[config.mk]
export PLATFORM = sky130hd
export DESIGN_NAME = script_char_tokenizer_unit
export DESIGN_NICKNAME = d
export VERILOG_FILES = /design/src/hw/rtl/sct_pkg.sv /design/src/hw/rtl/sct_front.sv /design/src/hw/rtl/sct_queue.sv /design/src/hw/rtl/sct_back.sv /design/src/hw/rtl/script_char_tokenizer_unit.sv
export SDC_FILE = /design/constraint.sdc
export NUM_CORES = 1
export LEC_CHECK = 0
export ABC_AREA = 1
export BUFFER_PORTS_ARGS = -buffer_cell sky130_fd_sc_hd__buf_2
export CELL_PAD_IN_SITES_DETAIL_PLACEMENT = 1
export CELL_PAD_IN_SITES_GLOBAL_PLACEMENT = 1
export CORE_MARGIN = 3
export CORE_UTILIZATION = 53
export CTS_CLUSTER_DIAMETER = 30
export DETAILED_ROUTE_END_ITERATION = 7
export PLACE_DENSITY_LB_ADDON = 0.1
export RECOVER_POWER = 100
export SETUP_SLACK_MARGIN = 0.1
export SYNTH_ARGS = -nofsm -noshare
export SYNTH_HDL_FRONTEND = slang
export SYNTH_SLANG_ARGS = --single-unit
[constraint.sdc]
create_clock -name aclk -period 15.9 [get_ports aclk]
set_input_delay 3.18 -clock aclk [delete_from_list [all_inputs] [get_ports aclk]]
set_output_delay 3.18 -clock aclk [all_outputs]
set_load 0.05 [all_outputs]
[src/hw/rtl/sct_pkg.sv]
// Shared types, token codes and word tables for the script character tokenizer.
`default_nettype none

package sct_pkg;

    localparam int MAX_LEXEME_DEF  = 255;
    localparam int HEAD_BYTES_DEF  = 8;
    localparam int QUEUE_DEPTH_DEF = 4;

    localparam logic [3:0] KIND_UNKNOWN  = 4'd0;
    localparam logic [3:0] KIND_OPERATOR = 4'd1;
    localparam logic [3:0] KIND_LPAREN   = 4'd2;
    localparam logic [3:0] KIND_RPAREN   = 4'd3;
    localparam logic [3:0] KIND_COMMA    = 4'd4;
    localparam logic [3:0] KIND_LBRACKET = 4'd5;
    localparam logic [3:0] KIND_RBRACKET = 4'd6;
    localparam logic [3:0] KIND_STRING   = 4'd7;
    localparam logic [3:0] KIND_IDENT    = 4'd8;
    localparam logic [3:0] KIND_TYPENAME = 4'd9;
    localparam logic [3:0] KIND_KEYWORD  = 4'd10;
    localparam logic [3:0] KIND_NUMBER   = 4'd11;
    localparam logic [3:0] KIND_END      = 4'd12;

    localparam logic [3:0] OP_DOT     = 4'd8;
    localparam logic [3:0] OP_ASSIGN  = 4'd9;
    localparam logic [3:0] OP_DIVIDE  = 4'd10;
    localparam logic [3:0] OP_MINUS   = 4'd11;
    localparam logic [3:0] OP_PLUS    = 4'd12;
    localparam logic [3:0] OP_TIMES   = 4'd13;
    localparam logic [3:0] OP_PERCENT = 4'd14;

    // Words are packed with the first character in the lowest byte.
    localparam logic [63:0] OPWORD_TEXT [8] = '{
        64'h746c, 64'h65746c, 64'h7467, 64'h657467,
        64'h7369, 64'h746f6e, 64'h646e61, 64'h726f
    };
    localparam logic [7:0] OPWORD_LEN [8] = '{
        8'd2, 8'd3, 8'd2, 8'd3, 8'd2, 8'd3, 8'd3, 8'd2
    };
    localparam logic [63:0] KEYWORD_TEXT [11] = '{
        64'h73696874, 64'h706d63, 64'h706d63646e65, 64'h6f64,
        64'h6e7566, 64'h6e7566646e65, 64'h6669, 64'h6669646e65,
        64'h726f66, 64'h726f66646e65, 64'h6e7275746572
    };
    localparam logic [7:0] KEYWORD_LEN [11] = '{
        8'd4, 8'd3, 8'd6, 8'd2, 8'd3, 8'd6, 8'd2, 8'd5, 8'd3, 8'd6, 8'd6
    };

    typedef struct packed {
        logic [3:0] kind;
        logic [3:0] code;
    } sct_tok_t;

    // One front-end decision: an optional pending lexeme, then an optional
    // single-character or end token.
    typedef struct packed {
        logic        has_flush;
        logic [3:0]  flush_kind;
        logic [7:0]  len;
        logic [63:0] head;
        logic        has_tail;
        logic [3:0]  tail_kind;
        logic [3:0]  tail_code;
        logic [7:0]  tail_char;
    } sct_entry_t;

    function automatic sct_tok_t char_token(input logic [7:0] c);
        sct_tok_t t;
        t.kind = KIND_OPERATOR;
        t.code = 4'd0;
        case (c)
            8'h2e: t.code = OP_DOT;
            8'h3d: t.code = OP_ASSIGN;
            8'h3a: t.code = OP_DIVIDE;
            8'h2f: t.code = OP_DIVIDE;
            8'h2d: t.code = OP_MINUS;
            8'h2b: t.code = OP_PLUS;
            8'h2a: t.code = OP_TIMES;
            8'h25: t.code = OP_PERCENT;
            8'h28: t.kind = KIND_LPAREN;
            8'h29: t.kind = KIND_RPAREN;
            8'h2c: t.kind = KIND_COMMA;
            8'h5b: t.kind = KIND_LBRACKET;
            8'h5d: t.kind = KIND_RBRACKET;
            default: t.kind = KIND_UNKNOWN;
        endcase
        return t;
    endfunction

    // Operator words win, then a capital first letter, then keywords.
    function automatic sct_tok_t classify_word(input logic [7:0] len,
                                               input logic [63:0] head,
                                               input logic saturated);
        sct_tok_t t;
        logic     found;
        t.kind = KIND_IDENT;
        t.code = 4'd0;
        found  = 1'b0;
        for (int i = 0; i < 8; i++) begin
            if (!found && !saturated && len == OPWORD_LEN[i] && head == OPWORD_TEXT[i]) begin
                found  = 1'b1;
                t.kind = KIND_OPERATOR;
                t.code = 4'(i);
            end
        end
        if (!found && head[7:0] >= 8'h41 && head[7:0] <= 8'h5a) begin
            found  = 1'b1;
            t.kind = KIND_TYPENAME;
        end
        for (int i = 0; i < 11; i++) begin
            if (!found && !saturated && len == KEYWORD_LEN[i] && head == KEYWORD_TEXT[i]) begin
                found  = 1'b1;
                t.kind = KIND_KEYWORD;
                t.code = 4'(i);
            end
        end
        return t;
    endfunction

endpackage

`default_nettype wire

[src/hw/rtl/sct_front.sv]
// Front end: accepts characters, tracks the lexer mode and decides which tokens follow.
`default_nettype none

module sct_front #(
    parameter int MAX_LEXEME = sct_pkg::MAX_LEXEME_DEF,
    parameter int HEAD_BYTES = sct_pkg::HEAD_BYTES_DEF
) (
    input  wire logic               aclk,
    input  wire logic               aresetn,
    input  wire logic               in_valid,
    input  wire logic [7:0]         in_char,
    input  wire logic               in_end,
    input  wire logic               q_ready,
    output logic                    q_push,
    output sct_pkg::sct_entry_t     q_entry
);

    localparam int LEN_CAP = (MAX_LEXEME < 255) ? MAX_LEXEME : 255;

    localparam logic [2:0] MODE_IDLE    = 3'd0;
    localparam logic [2:0] MODE_COMMENT = 3'd1;
    localparam logic [2:0] MODE_STR_DQ  = 3'd2;
    localparam logic [2:0] MODE_STR_SQ  = 3'd3;
    localparam logic [2:0] MODE_WORD    = 3'd4;
    localparam logic [2:0] MODE_NUMBER  = 3'd5;

    logic [2:0]          mode_reg, mode_next;
    logic [7:0]          len_reg, len_next;
    logic [63:0]         head_reg, head_next;
    logic [7:0]          app_len;
    logic [63:0]         app_head;
    logic                is_alpha, is_digit, is_space, is_newline, restart, accept;
    sct_pkg::sct_tok_t   tok;
    sct_pkg::sct_entry_t ent;

    assign accept     = in_valid && q_ready;
    assign is_alpha   = (in_char >= 8'h61 && in_char <= 8'h7a) ||
                        (in_char >= 8'h41 && in_char <= 8'h5a);
    assign is_digit   = in_char >= 8'h30 && in_char <= 8'h39;
    assign is_newline = in_char == 8'h0a || in_char == 8'h0d;
    assign is_space   = is_newline || in_char == 8'h20 || in_char == 8'h09;
    assign tok        = sct_pkg::char_token(in_char);

    always_comb begin
        app_head = head_reg;
        for (int i = 0; i < 8; i++) begin
            if (i < HEAD_BYTES && len_reg == 8'(i)) begin
                app_head[8*i +: 8] = in_char;
            end
        end
        app_len = (len_reg < 8'(LEN_CAP)) ? len_reg + 8'd1 : len_reg;
    end

    always_comb begin
        mode_next = mode_reg;
        len_next  = len_reg;
        head_next = head_reg;
        restart   = 1'b0;
        ent       = '0;
        ent.len   = len_reg;
        ent.head  = head_reg;
        case (mode_reg)
            MODE_WORD:   ent.flush_kind = sct_pkg::KIND_IDENT;
            MODE_NUMBER: ent.flush_kind = sct_pkg::KIND_NUMBER;
            default:     ent.flush_kind = sct_pkg::KIND_STRING;
        endcase
        if (in_end) begin
            ent.has_flush = mode_reg == MODE_WORD || mode_reg == MODE_NUMBER ||
                            mode_reg == MODE_STR_DQ || mode_reg == MODE_STR_SQ;
            ent.has_tail  = 1'b1;
            ent.tail_kind = sct_pkg::KIND_END;
            mode_next     = MODE_IDLE;
            len_next      = '0;
            head_next     = '0;
        end else begin
            case (mode_reg)
                MODE_COMMENT: begin
                    if (is_newline) begin
                        mode_next = MODE_IDLE;
                    end
                end
                MODE_STR_DQ, MODE_STR_SQ: begin
                    if (in_char == ((mode_reg == MODE_STR_DQ) ? 8'h22 : 8'h27)) begin
                        ent.has_flush = 1'b1;
                        mode_next     = MODE_IDLE;
                        len_next      = '0;
                        head_next     = '0;
                    end else begin
                        len_next  = app_len;
                        head_next = app_head;
                    end
                end
                MODE_WORD: begin
                    if (is_alpha || is_digit) begin
                        len_next  = app_len;
                        head_next = app_head;
                    end else begin
                        ent.has_flush = 1'b1;
                        restart       = 1'b1;
                    end
                end
                MODE_NUMBER: begin
                    if (is_digit || in_char == 8'h2e) begin
                        len_next  = app_len;
                        head_next = app_head;
                    end else begin
                        ent.has_flush = 1'b1;
                        restart       = 1'b1;
                    end
                end
                default: restart = 1'b1;
            endcase
            // The byte that ended a word or number, or any byte between tokens, starts afresh.
            if (restart) begin
                mode_next = MODE_IDLE;
                len_next  = '0;
                head_next = '0;
                if (is_space) begin
                    mode_next = MODE_IDLE;
                end else if (in_char == 8'h23) begin
                    mode_next = MODE_COMMENT;
                end else if (in_char == 8'h22) begin
                    mode_next = MODE_STR_DQ;
                end else if (in_char == 8'h27) begin
                    mode_next = MODE_STR_SQ;
                end else if (is_alpha || is_digit) begin
                    mode_next = is_alpha ? MODE_WORD : MODE_NUMBER;
                    len_next  = 8'd1;
                    head_next = {56'd0, in_char};
                end else begin
                    ent.has_tail  = 1'b1;
                    ent.tail_kind = tok.kind;
                    ent.tail_code = tok.code;
                    ent.tail_char = in_char;
                end
            end
        end
    end

    assign q_push  = accept && (ent.has_flush || ent.has_tail);
    assign q_entry = ent;

    always_ff @(posedge aclk) begin
        if (!aresetn) begin
            mode_reg <= MODE_IDLE;
            len_reg  <= '0;
            head_reg <= '0;
        end else if (accept) begin
            mode_reg <= mode_next;
            len_reg  <= len_next;
            head_reg <= head_next;
        end
    end

endmodule

`default_nettype wire

[src/hw/rtl/sct_queue.sv]
// Short register queue of front-end decisions between the front and back ends.
`default_nettype none

module sct_queue #(
    parameter int DEPTH = sct_pkg::QUEUE_DEPTH_DEF
) (
    input  wire logic                aclk,
    input  wire logic                aresetn,
    input  wire logic                push,
    input  wire sct_pkg::sct_entry_t push_entry,
    output logic                     push_ready,
    input  wire logic                pop,
    output logic                     pop_valid,
    output sct_pkg::sct_entry_t      pop_entry
);

    localparam int PW = (DEPTH > 1) ? $clog2(DEPTH) : 1;
    localparam int CW = $clog2(DEPTH + 1);

    sct_pkg::sct_entry_t slot_reg [DEPTH];
    logic [PW-1:0]       wr_ptr_reg, rd_ptr_reg;
    logic [CW-1:0]       count_reg, count_next;
    logic                do_push, do_pop;

    assign push_ready = count_reg != CW'(DEPTH);
    assign pop_valid  = count_reg != '0;
    assign pop_entry  = slot_reg[rd_ptr_reg];
    assign do_push    = push && push_ready;
    assign do_pop     = pop && pop_valid;

    always_comb begin
        count_next = count_reg;
        if (do_push && !do_pop) begin
            count_next = count_reg + 1'b1;
        end else if (do_pop && !do_push) begin
            count_next = count_reg - 1'b1;
        end
    end

    always_ff @(posedge aclk) begin
        if (do_push) begin
            slot_reg[wr_ptr_reg] <= push_entry;
        end
    end

    always_ff @(posedge aclk) begin
        if (!aresetn) begin
            wr_ptr_reg <= '0;
            rd_ptr_reg <= '0;
            count_reg  <= '0;
        end else begin
            count_reg <= count_next;
            if (do_push) begin
                wr_ptr_reg <= (wr_ptr_reg == PW'(DEPTH - 1)) ? '0 : wr_ptr_reg + 1'b1;
            end
            if (do_pop) begin
                rd_ptr_reg <= (rd_ptr_reg == PW'(DEPTH - 1)) ? '0 : rd_ptr_reg + 1'b1;
            end
        end
    end

endmodule

`default_nettype wire

[src/hw/rtl/sct_back.sv]
// Back end: classifies words and sends one token per beat from an output register.
`default_nettype none

module sct_back #(
    parameter int MAX_LEXEME = sct_pkg::MAX_LEXEME_DEF
) (
    input  wire logic                aclk,
    input  wire logic                aresetn,
    input  wire logic                q_valid,
    input  wire sct_pkg::sct_entry_t q_entry,
    output logic                     q_pop,
    output logic                     m_tvalid,
    input  wire logic                m_tready,
    output logic [79:0]              m_tdata,
    output logic                     m_tlast
);

    localparam int LEN_CAP = (MAX_LEXEME < 255) ? MAX_LEXEME : 255;

    logic              phase_reg, phase_next;
    logic              tvalid_reg;
    logic [79:0]       tdata_reg, beat_data;
    logic              tlast_reg, beat_last;
    logic              load, take_flush;
    sct_pkg::sct_tok_t word_tok, flush_tok;

    assign word_tok  = sct_pkg::classify_word(q_entry.len, q_entry.head,
                                              q_entry.len >= 8'(LEN_CAP));
    assign flush_tok = (q_entry.flush_kind == sct_pkg::KIND_IDENT) ? word_tok :
                       sct_pkg::sct_tok_t'{kind: q_entry.flush_kind, code: 4'd0};

    // The pending lexeme goes out first; the second phase sends the tail token.
    assign take_flush = !phase_reg && q_entry.has_flush;
    assign load       = q_valid && (!tvalid_reg || m_tready);

    always_comb begin
        phase_next = phase_reg;
        if (take_flush) begin
            beat_data = {q_entry.head, q_entry.len, flush_tok.code, flush_tok.kind};
            beat_last = !q_entry.has_tail;
        end else begin
            beat_data = {56'd0, q_entry.tail_char,
                         (q_entry.tail_kind == sct_pkg::KIND_END) ? 8'd0 : 8'd1,
                         q_entry.tail_code, q_entry.tail_kind};
            beat_last = 1'b1;
        end
        if (load) begin
            phase_next = take_flush && q_entry.has_tail;
        end
    end

    assign q_pop    = load && beat_last;
    assign m_tvalid = tvalid_reg;
    assign m_tdata  = tdata_reg;
    assign m_tlast  = tlast_reg;

    always_ff @(posedge aclk) begin
        if (!aresetn) begin
            phase_reg  <= 1'b0;
            tvalid_reg <= 1'b0;
        end else begin
            phase_reg <= phase_next;
            if (load) begin
                tvalid_reg <= 1'b1;
            end else if (m_tready) begin
                tvalid_reg <= 1'b0;
            end
        end
    end

    always_ff @(posedge aclk) begin
        if (load) begin
            tdata_reg <= beat_data;
            tlast_reg <= beat_last;
        end
    end

endmodule

`default_nettype wire

[src/hw/rtl/script_char_tokenizer_unit.sv]
// Top level of the script character tokenizer: front end, decision queue and back end.
//
// Input channel s_*: one source byte per beat in s_tdata[7:0]; s_tuser[0] set marks
// the end of the source, which flushes any pending lexeme and adds an end token.
// Output channel m_*: one token per beat; m_tlast is set on the last token that an
// input beat causes. An input beat gives zero, one or two tokens.
// The front end takes one byte every cycle while the four-entry decision queue has
// room. A byte that completes a token writes it into the decision queue; the output
// register then loads it from there and raises m_tvalid.
// The output register sends one token per cycle while m_tready is high, so sustained
// throughput is one byte per cycle, except that a byte that closes a word or number
// and adds a second token gives two tokens to send; the queue absorbs short bursts of those.
// When the receiver holds m_tready low, the output beat stays put, the queue fills
// and s_tready falls once it is full; nothing is lost.
// Reset returns the lexer to idle between tokens, empties the queue and drops any
// beat in the output register.
`default_nettype none

module script_char_tokenizer_unit #(
    parameter int MAX_LEXEME  = sct_pkg::MAX_LEXEME_DEF,
    parameter int HEAD_BYTES  = sct_pkg::HEAD_BYTES_DEF,
    parameter int QUEUE_DEPTH = sct_pkg::QUEUE_DEPTH_DEF
) (
    input  wire logic        aclk,
    input  wire logic        aresetn,
    input  wire logic        s_tvalid,
    output logic             s_tready,
    input  wire logic [7:0]  s_tdata,   // [7:0] character
    input  wire logic [0:0]  s_tuser,   // [0] end_of_input
    output logic             m_tvalid,
    input  wire logic        m_tready,
    output logic [79:0]      m_tdata,   // [3:0] token_kind, [7:4] word_code,
                                        // [15:8] lexeme_length, [79:16] lexeme_head
    output logic             m_tlast
);

    logic                q_push, q_ready, q_valid, q_pop;
    sct_pkg::sct_entry_t q_in, q_out;

    assign s_tready = q_ready;

    sct_front #(
        .MAX_LEXEME (MAX_LEXEME),
        .HEAD_BYTES (HEAD_BYTES)
    ) u_front (
        .aclk     (aclk),
        .aresetn  (aresetn),
        .in_valid (s_tvalid),
        .in_char  (s_tdata),
        .in_end   (s_tuser[0]),
        .q_ready  (q_ready),
        .q_push   (q_push),
        .q_entry  (q_in)
    );

    sct_queue #(
        .DEPTH (QUEUE_DEPTH)
    ) u_queue (
        .aclk       (aclk),
        .aresetn    (aresetn),
        .push       (q_push),
        .push_entry (q_in),
        .push_ready (q_ready),
        .pop        (q_pop),
        .pop_valid  (q_valid),
        .pop_entry  (q_out)
    );

    sct_back #(
        .MAX_LEXEME (MAX_LEXEME)
    ) u_back (
        .aclk     (aclk),
        .aresetn  (aresetn),
        .q_valid  (q_valid),
        .q_entry  (q_out),
        .q_pop    (q_pop),
        .m_tvalid (m_tvalid),
        .m_tready (m_tready),
        .m_tdata  (m_tdata),
        .m_tlast  (m_tlast)
    );

`ifndef SYNTHESIS
    // The front end only writes a decision when the queue has room for it.
    assert property (@(posedge aclk) disable iff (!aresetn) q_push |-> q_ready)
        else $error("decision pushed into a full queue");

    // The end token always closes the run of its input beat.
    assert property (@(posedge aclk) disable iff (!aresetn)
        (m_tvalid && m_tdata[3:0] == sct_pkg::KIND_END) |-> (m_tlast && m_tdata[15:8] == 8'd0))
        else $error("end token without last flag or with a length");

    // Punctuation tokens are always a single character long.
    assert property (@(posedge aclk) disable iff (!aresetn)
        (m_tvalid && (m_tdata[3:0] == sct_pkg::KIND_LPAREN ||
                      m_tdata[3:0] == sct_pkg::KIND_RPAREN ||
                      m_tdata[3:0] == sct_pkg::KIND_COMMA ||
                      m_tdata[3:0] == sct_pkg::KIND_LBRACKET ||
                      m_tdata[3:0] == sct_pkg::KIND_RBRACKET)) |-> m_tdata[15:8] == 8'd1)
        else $error("punctuation token with length other than one");
`endif

endmodule

`default_nettype wire

==> out/metrics.csv, run 1 <==
metric;value;unit
worst clock skew;27.1;ps
power per cell area;227;nW/µm²
path type of the worst setup path;in2reg;
antenna cells;0;
period utilization;71.4;%
Main synth FF type;edfxtp_1;
number of global-route vias before repair;19600;
RSZ-0062 raised after global routing;false;
via/cell ratio;6.12;
routing usage on met1;42.0;%
I/O pin cnt;96;
DRC viols;0;
Setup violations, final;0;
layout cells sized above 1;9.79;%
Peak VDD IR;0.129;mV
CP Data Arrival Time;11500;ps
Total GRT Usage;33.6;%
initial core utilization;54.3;%
clk_lat worst skew;640;ps
area grow syn2layout;18.9;%
startpoint types;input port;
Crit path required time;16040;ps
Die W;215;µm
Peak Freq;88.0;MHz
Pleak;10.0;nW
mapped cell area;23000;µm²
vias after detailed routing;18400;
leading area contributor after synthesis;edfxtp_1;
grt ovf;0;
Syn. warnings;0;
CP startpoint;s_tdata[3];
Post-Syn Instances;2226;
Clock transition at path regs;50;ps
largest net degree at the start of global routing;75;
clock sink count;539;
maximum fanout along the worst path;53;
final WL;78100;µm
Avg Cell Area, Syn;10.4;µm²
Post-CTS Setup Bufs;0;
Most Crowded Layer GR;met2;
FFs w/ async S/R, synth;0;%
largest cells by area after synthesis;edfxtp_1 (59%), nand2_1 (9.6%), dfxtp_1 (7.5%);
Final ANT Viol Nets;0;
overall die height;215;µm
root buffer selected by CTS;clkbuf_16;
area share of the leading cell type in the synthesized netlist;59.0;%
core footprint;42400;µm²
CTS tree;built;
XOR/XNOR Fraction of Synth Area;0.0760;%
Hold Path Class;reg2reg;
Post-Synth Simple-Gate Area;21.1;%
max-cap violations;15;
relative slew slack;-171;%
Seq/Total Area, Yosys;66.5;%
final hold vios;0;
Post-synth EDFFs;453;
met2 Use GR;57.1;%
min-delay src;u_front.head_reg[59];
setup TNS;0;ps
H-tree depth;3;
most frequent cells in the layout;nand2_1 (590), edfxtp_1 (453), nor2_1 (294), nand3_1 (187), o21ai_0 (130);
Placed Area;23900;µm²
commonest non-fill, non-tap cell in the layout;nand2_1;
Die ar.;46000;µm²
TritonCTS Buffers;104;
final instance area;27400;µm²
minimum clock period;11360;ps
post-synthesis mux area share;0;%
global-route wire length before repair;119000;µm
Post-CTS Resized;0;
Max Slew Vio Count;792;
Post-Synth Adder-Cell Area;0.630;%
met3 Use GR;6.35;%
Tightest Pin Transition;4060;ps
Final Non-Filler Cells;3008;
placed cells;2812;
Syn Nets;2250;
CP Capture Type;register;
largest family of logic cells by synthesized area;simple AND/OR/NAND/NOR gates;
Avg WL per Cell;26.0;µm
flop-to-flop setup slack;6370;ps
#FFs+latches synth;539;
largest buffer count on any clock path;3;
failing checks;capacitance limit, slew limit;
GP Congestion;0.927;
cts-stage hold buffer count;0;
iteration-0 DRC count of the detailed router;1915;
Final HPWL DP;44500;µm
antenna violations before repair;0;
outcome;finished with violations;
final net count;2365;
max reg flops;372;
first-pass detailed-route iteration total;6;
cell row count;75;
IO Port Bufs;95;
Synth cell types;51;
area fraction in compound gates after synthesis;7.29;%
## cell type report
cell class	count	area, µm²
inverter	122	463
fill	4501	15000
clock buffer	123	2750
sequential	539	15300
multi-input combinational	1458	6760
tap	577	722
clock inverter	73	896
timing repair buffer	116	473
## where the power goes
| part | internal, W | leakage, nW | switching (W) |
|---|---|---|---|
| sequential | 0.00193 | 4.91 | 0.000145 |
| combinational | 0.000358 | 3.37 | 0.00151 |
| clock | 0.00149 | 1.75 | 0.000794 |
| total | 0.00378 | 10.0 | 0.00245 |
## metal layers
| layer | vias to the layer above | wire (µm) |
|---|---|---|
| met5 | - | 0 |
| li1 | 7991 | - |
| met4 | 0 | 3280 |
| met2 | 993 | 38800 |
| met3 | 221 | 6380 |
| met1 | 9195 | 29600 |
## path summary, 6_finish.rpt
| kind | to | cells after the start |
|---|---|---|
| worst max-delay path | u_queue.slot_reg[1][24] | 19 |
| worst min-delay path | u_queue.slot_reg[2][76] | 0 |
| worst max register to register | u_back.m_tdata[16] | 9 |
| worst min register to register | u_queue.slot_reg[2][76] | 0 |
## cell families (layout without fill, tap and decap cells)
group | after synthesis | after routing
AND/OR/NAND/NOR | 1164 | 1164
flip-flops | 539 | 539
AO/OA/AOI/OAI | 281 | 281
buffers and inverters | 229 | 434
adder cells (fa/ha/maj) | 11 | 11
XOR/XNOR | 2 | 2
## through the flow
stage | util, % | worst slack [ps] | hold WS [ps] | total power (W)
after floorplan | - | 6520 | 459 | 0.00333
after global placement | 56.4 | 7660 | 491 | 0.00378
after detailed placement | 56.4 | 7490 | 513 | 0.00387
after CTS | 65.0 | 8120 | 523 | 0.00621
after global routing | 64.6 | 3960 | 541 | 0.00646
final | 64.6 | 4540 | 517 | 0.00622
## cells in the mapped netlist, types with 21 or more instances
library cell,n
nand2_1,590
clkbuf_1,61
edfxtp_1,453
nor2_1,295
buf_2,23
nand3_1,187
dfxtp_1,86
o21ai_0,129
a21oi_1,39
o22ai_1,23
a211oi_1,63
nand4_1,28
inv_1,106
nor3_1,21
## worst max-delay path, cell delays in order
cell	delay, ps
clkbuf_1	140
inv_1	470
nor2_1	190
inv_1	120
nor2_1	80
o21ai_0	400
nand2_1	120
nor2_1	110
a21oi_1	70
nand2_1	190
inv_1	130
nor2_1	100
nand3_1	100
nand2_1	170
or2_2	140
nand2_1	250
nor2_1	1120
clkbuf_1	1570
clkbuf_1	2700
Power figures use the tool's default switching activity.
==> run 2, diff against run 1 <==
--- a/config.mk
+++ b/config.mk
@@ -10,7 +10,7 @@
 export CELL_PAD_IN_SITES_DETAIL_PLACEMENT = 1
 export CELL_PAD_IN_SITES_GLOBAL_PLACEMENT = 1
 export CORE_MARGIN = 3
-export CORE_UTILIZATION = 53
+export CORE_UTILIZATION = 49
 export CTS_CLUSTER_DIAMETER = 30
 export DETAILED_ROUTE_END_ITERATION = 7
 export PLACE_DENSITY_LB_ADDON = 0.1
==> constraint.sdc (replaced) <==
create_clock -name aclk -period 11.4 [get_ports aclk]
set_input_delay 2.28 -clock aclk [delete_from_list [all_inputs] [get_ports aclk]]
set_output_delay 2.28 -clock aclk [all_outputs]
set_load 0.05 [all_outputs]
==> out/metrics.csv, run 2 (synthesis gave the netlist of run 1 again) <==
metric;value;unit
GP Congestion;0.924;
antenna violations before repair;0;
period utilization;76.7;%
Crit path required time;11650;ps
Max Slew Vio Count;719;
most frequent cells in the layout;nand2_1 (591), edfxtp_1 (453), nor2_1 (297), nand3_1 (187), o21ai_0 (129);
cell mode on critical path;nor2_1;
largest net degree at the start of global routing;97;
Tightest Pin Transition;4210;ps
number of global-route vias before repair;18900;
Pleak;10.1;nW
antenna cells;0;
Hold Path Depth;2;
max-cap violations;15;
final instance area;27500;µm²
maximum fanout along the worst path;49;
cell row count;78;
outcome;finished with violations;
Clock transition at path regs;40;ps
final hold vios;0;
flop-to-flop setup slack;2670;ps
clk_lat worst skew;640;ps
startpoint types;input port;
failing checks;capacitance limit, slew limit;
setup TNS;0;ps
Total GRT Usage;29.4;%
final WL;73100;µm
grt ovf;0;
Final ANT Viol Nets;0;
root buffer selected by CTS;clkbuf_16;
Placed Area;24000;µm²
first-pass detailed-route iteration total;6;
global-route wire length before repair;112000;µm
iteration-0 DRC count of the detailed router;1655;
CP Capture Type;register;
CP Data Arrival Time;9000;ps
IO Port Bufs;95;
power per cell area;312;nW/µm²
final net count;2376;
Setup violations, final;0;
overall die height;223;µm
via/cell ratio;5.83;
largest buffer count on any clock path;3;
RSZ-0062 raised after global routing;false;
relative slew slack;-181;%
TritonCTS Buffers;114;
Slowest cell on crit path;nor2_1;
FF-to-FF path depth;25;
Die ar.;49700;µm²
DRC viols;0;
worst path cell trace;clkbuf_1, inv_1, nor2_1, inv_1, nor2_1, o21ai_0, nand2_1, nor2_1, a21oi_1, nand2_1, inv_1, nor2_1, nand3_1, nand2_1, or2_2, nand2_1, nor2_1, clkbuf_1, buf_4;
path type of the worst setup path;in2reg;
CTS tree;built;
Post-CTS Setup Bufs;0;
Worst path max stage delay;1660;ps
worst clock skew;25.4;ps
Peak Freq;114;MHz
commonest non-fill, non-tap cell in the layout;nand2_1;
I/O pin cnt;96;
Final HPWL DP;44000;µm
initial core utilization;50.2;%
Hold Path Class;reg2reg;
Avg WL per Cell;24.0;µm
Post-CTS Resized;0;
H-tree depth;3;
area grow syn2layout;19.2;%
cts-stage hold buffer count;0;
RR Endpoint;u_back.m_tdata[1];
Peak VDD IR;0.276;mV
max reg flops;372;
Die W;223;µm
clock sink count;539;
minimum clock period;8750;ps
layout cells sized above 1;9.57;%
Min Hold Slack;514;ps
vias after detailed routing;17700;
min-delay src;u_queue.rd_ptr_reg[1];
core footprint;45900;µm²
run 2: area by class of cell:
cell class,count,area [µm²]
Multi-Input combinational cell,1458,6740
Inverter,122,463
Sequential cell,539,15300
Timing Repair Buffer,117,489
Tap cell,600,751
Clock inverter,62,574
Fill cell,4876,18400
Clock buffer,146,3120
run 2: power breakdown:
| part | internal [W] | leakage, nW | switching, W |
|---|---|---|---|
| clock | 0.00210 | 1.78 | 0.00104 |
| combinational | 0.000500 | 3.39 | 0.00205 |
| sequential | 0.00269 | 4.92 | 0.000176 |
| total | 0.00530 | 10.1 | 0.00327 |
run 2: worst max path at each step:
stage | from | endpoint
3_3_place_gp | s_tdata[3] | u_queue.slot_reg[1][52]
6_report | s_tdata[3] | u_queue.slot_reg[1][93]
2_1_floorplan | s_tdata[7] | u_queue.slot_reg[0][0]
4_1_cts | s_tdata[3] | u_queue.slot_reg[1][0]
5_1_grt | s_tdata[3] | u_queue.slot_reg[1][19]
3_5_place_dp | s_tdata[3] | u_queue.slot_reg[1][10]
run 2: metrics by stage:
step	instances	utilization [%]	worst slack, ps	total power (W)
after CTS	3044	60.3	4470	0.00860
after floorplan	2226	-	2920	0.00465
after detailed placement	2836	52.3	3930	0.00539
after global placement	2836	52.3	3940	0.00530
final	3044	59.9	2650	0.00856
after global routing	3044	59.9	2110	0.00896
run 2: layer usage:
layer | share of wire, % | up-vias | global-route usage [%] | wire (µm)
met2 | 50 | 684 | 50.5 | 36800
met4 | 3.0 | 0 | 10.3 | 2230
met5 | 0 | - | 0 | 0
li1 | - | 8029 | - | -
met1 | 40 | 8876 | 37.9 | 29500
met3 | 6.2 | 151 | 4.70 | 4550
run 2: critical path: cells and delay by family:
family | cells | cell delay, ps
AO/OA/AOI/OAI | 2 | 420
AND/OR/NAND/NOR | 11 | 3080
buffers and inverters | 6 | 3110
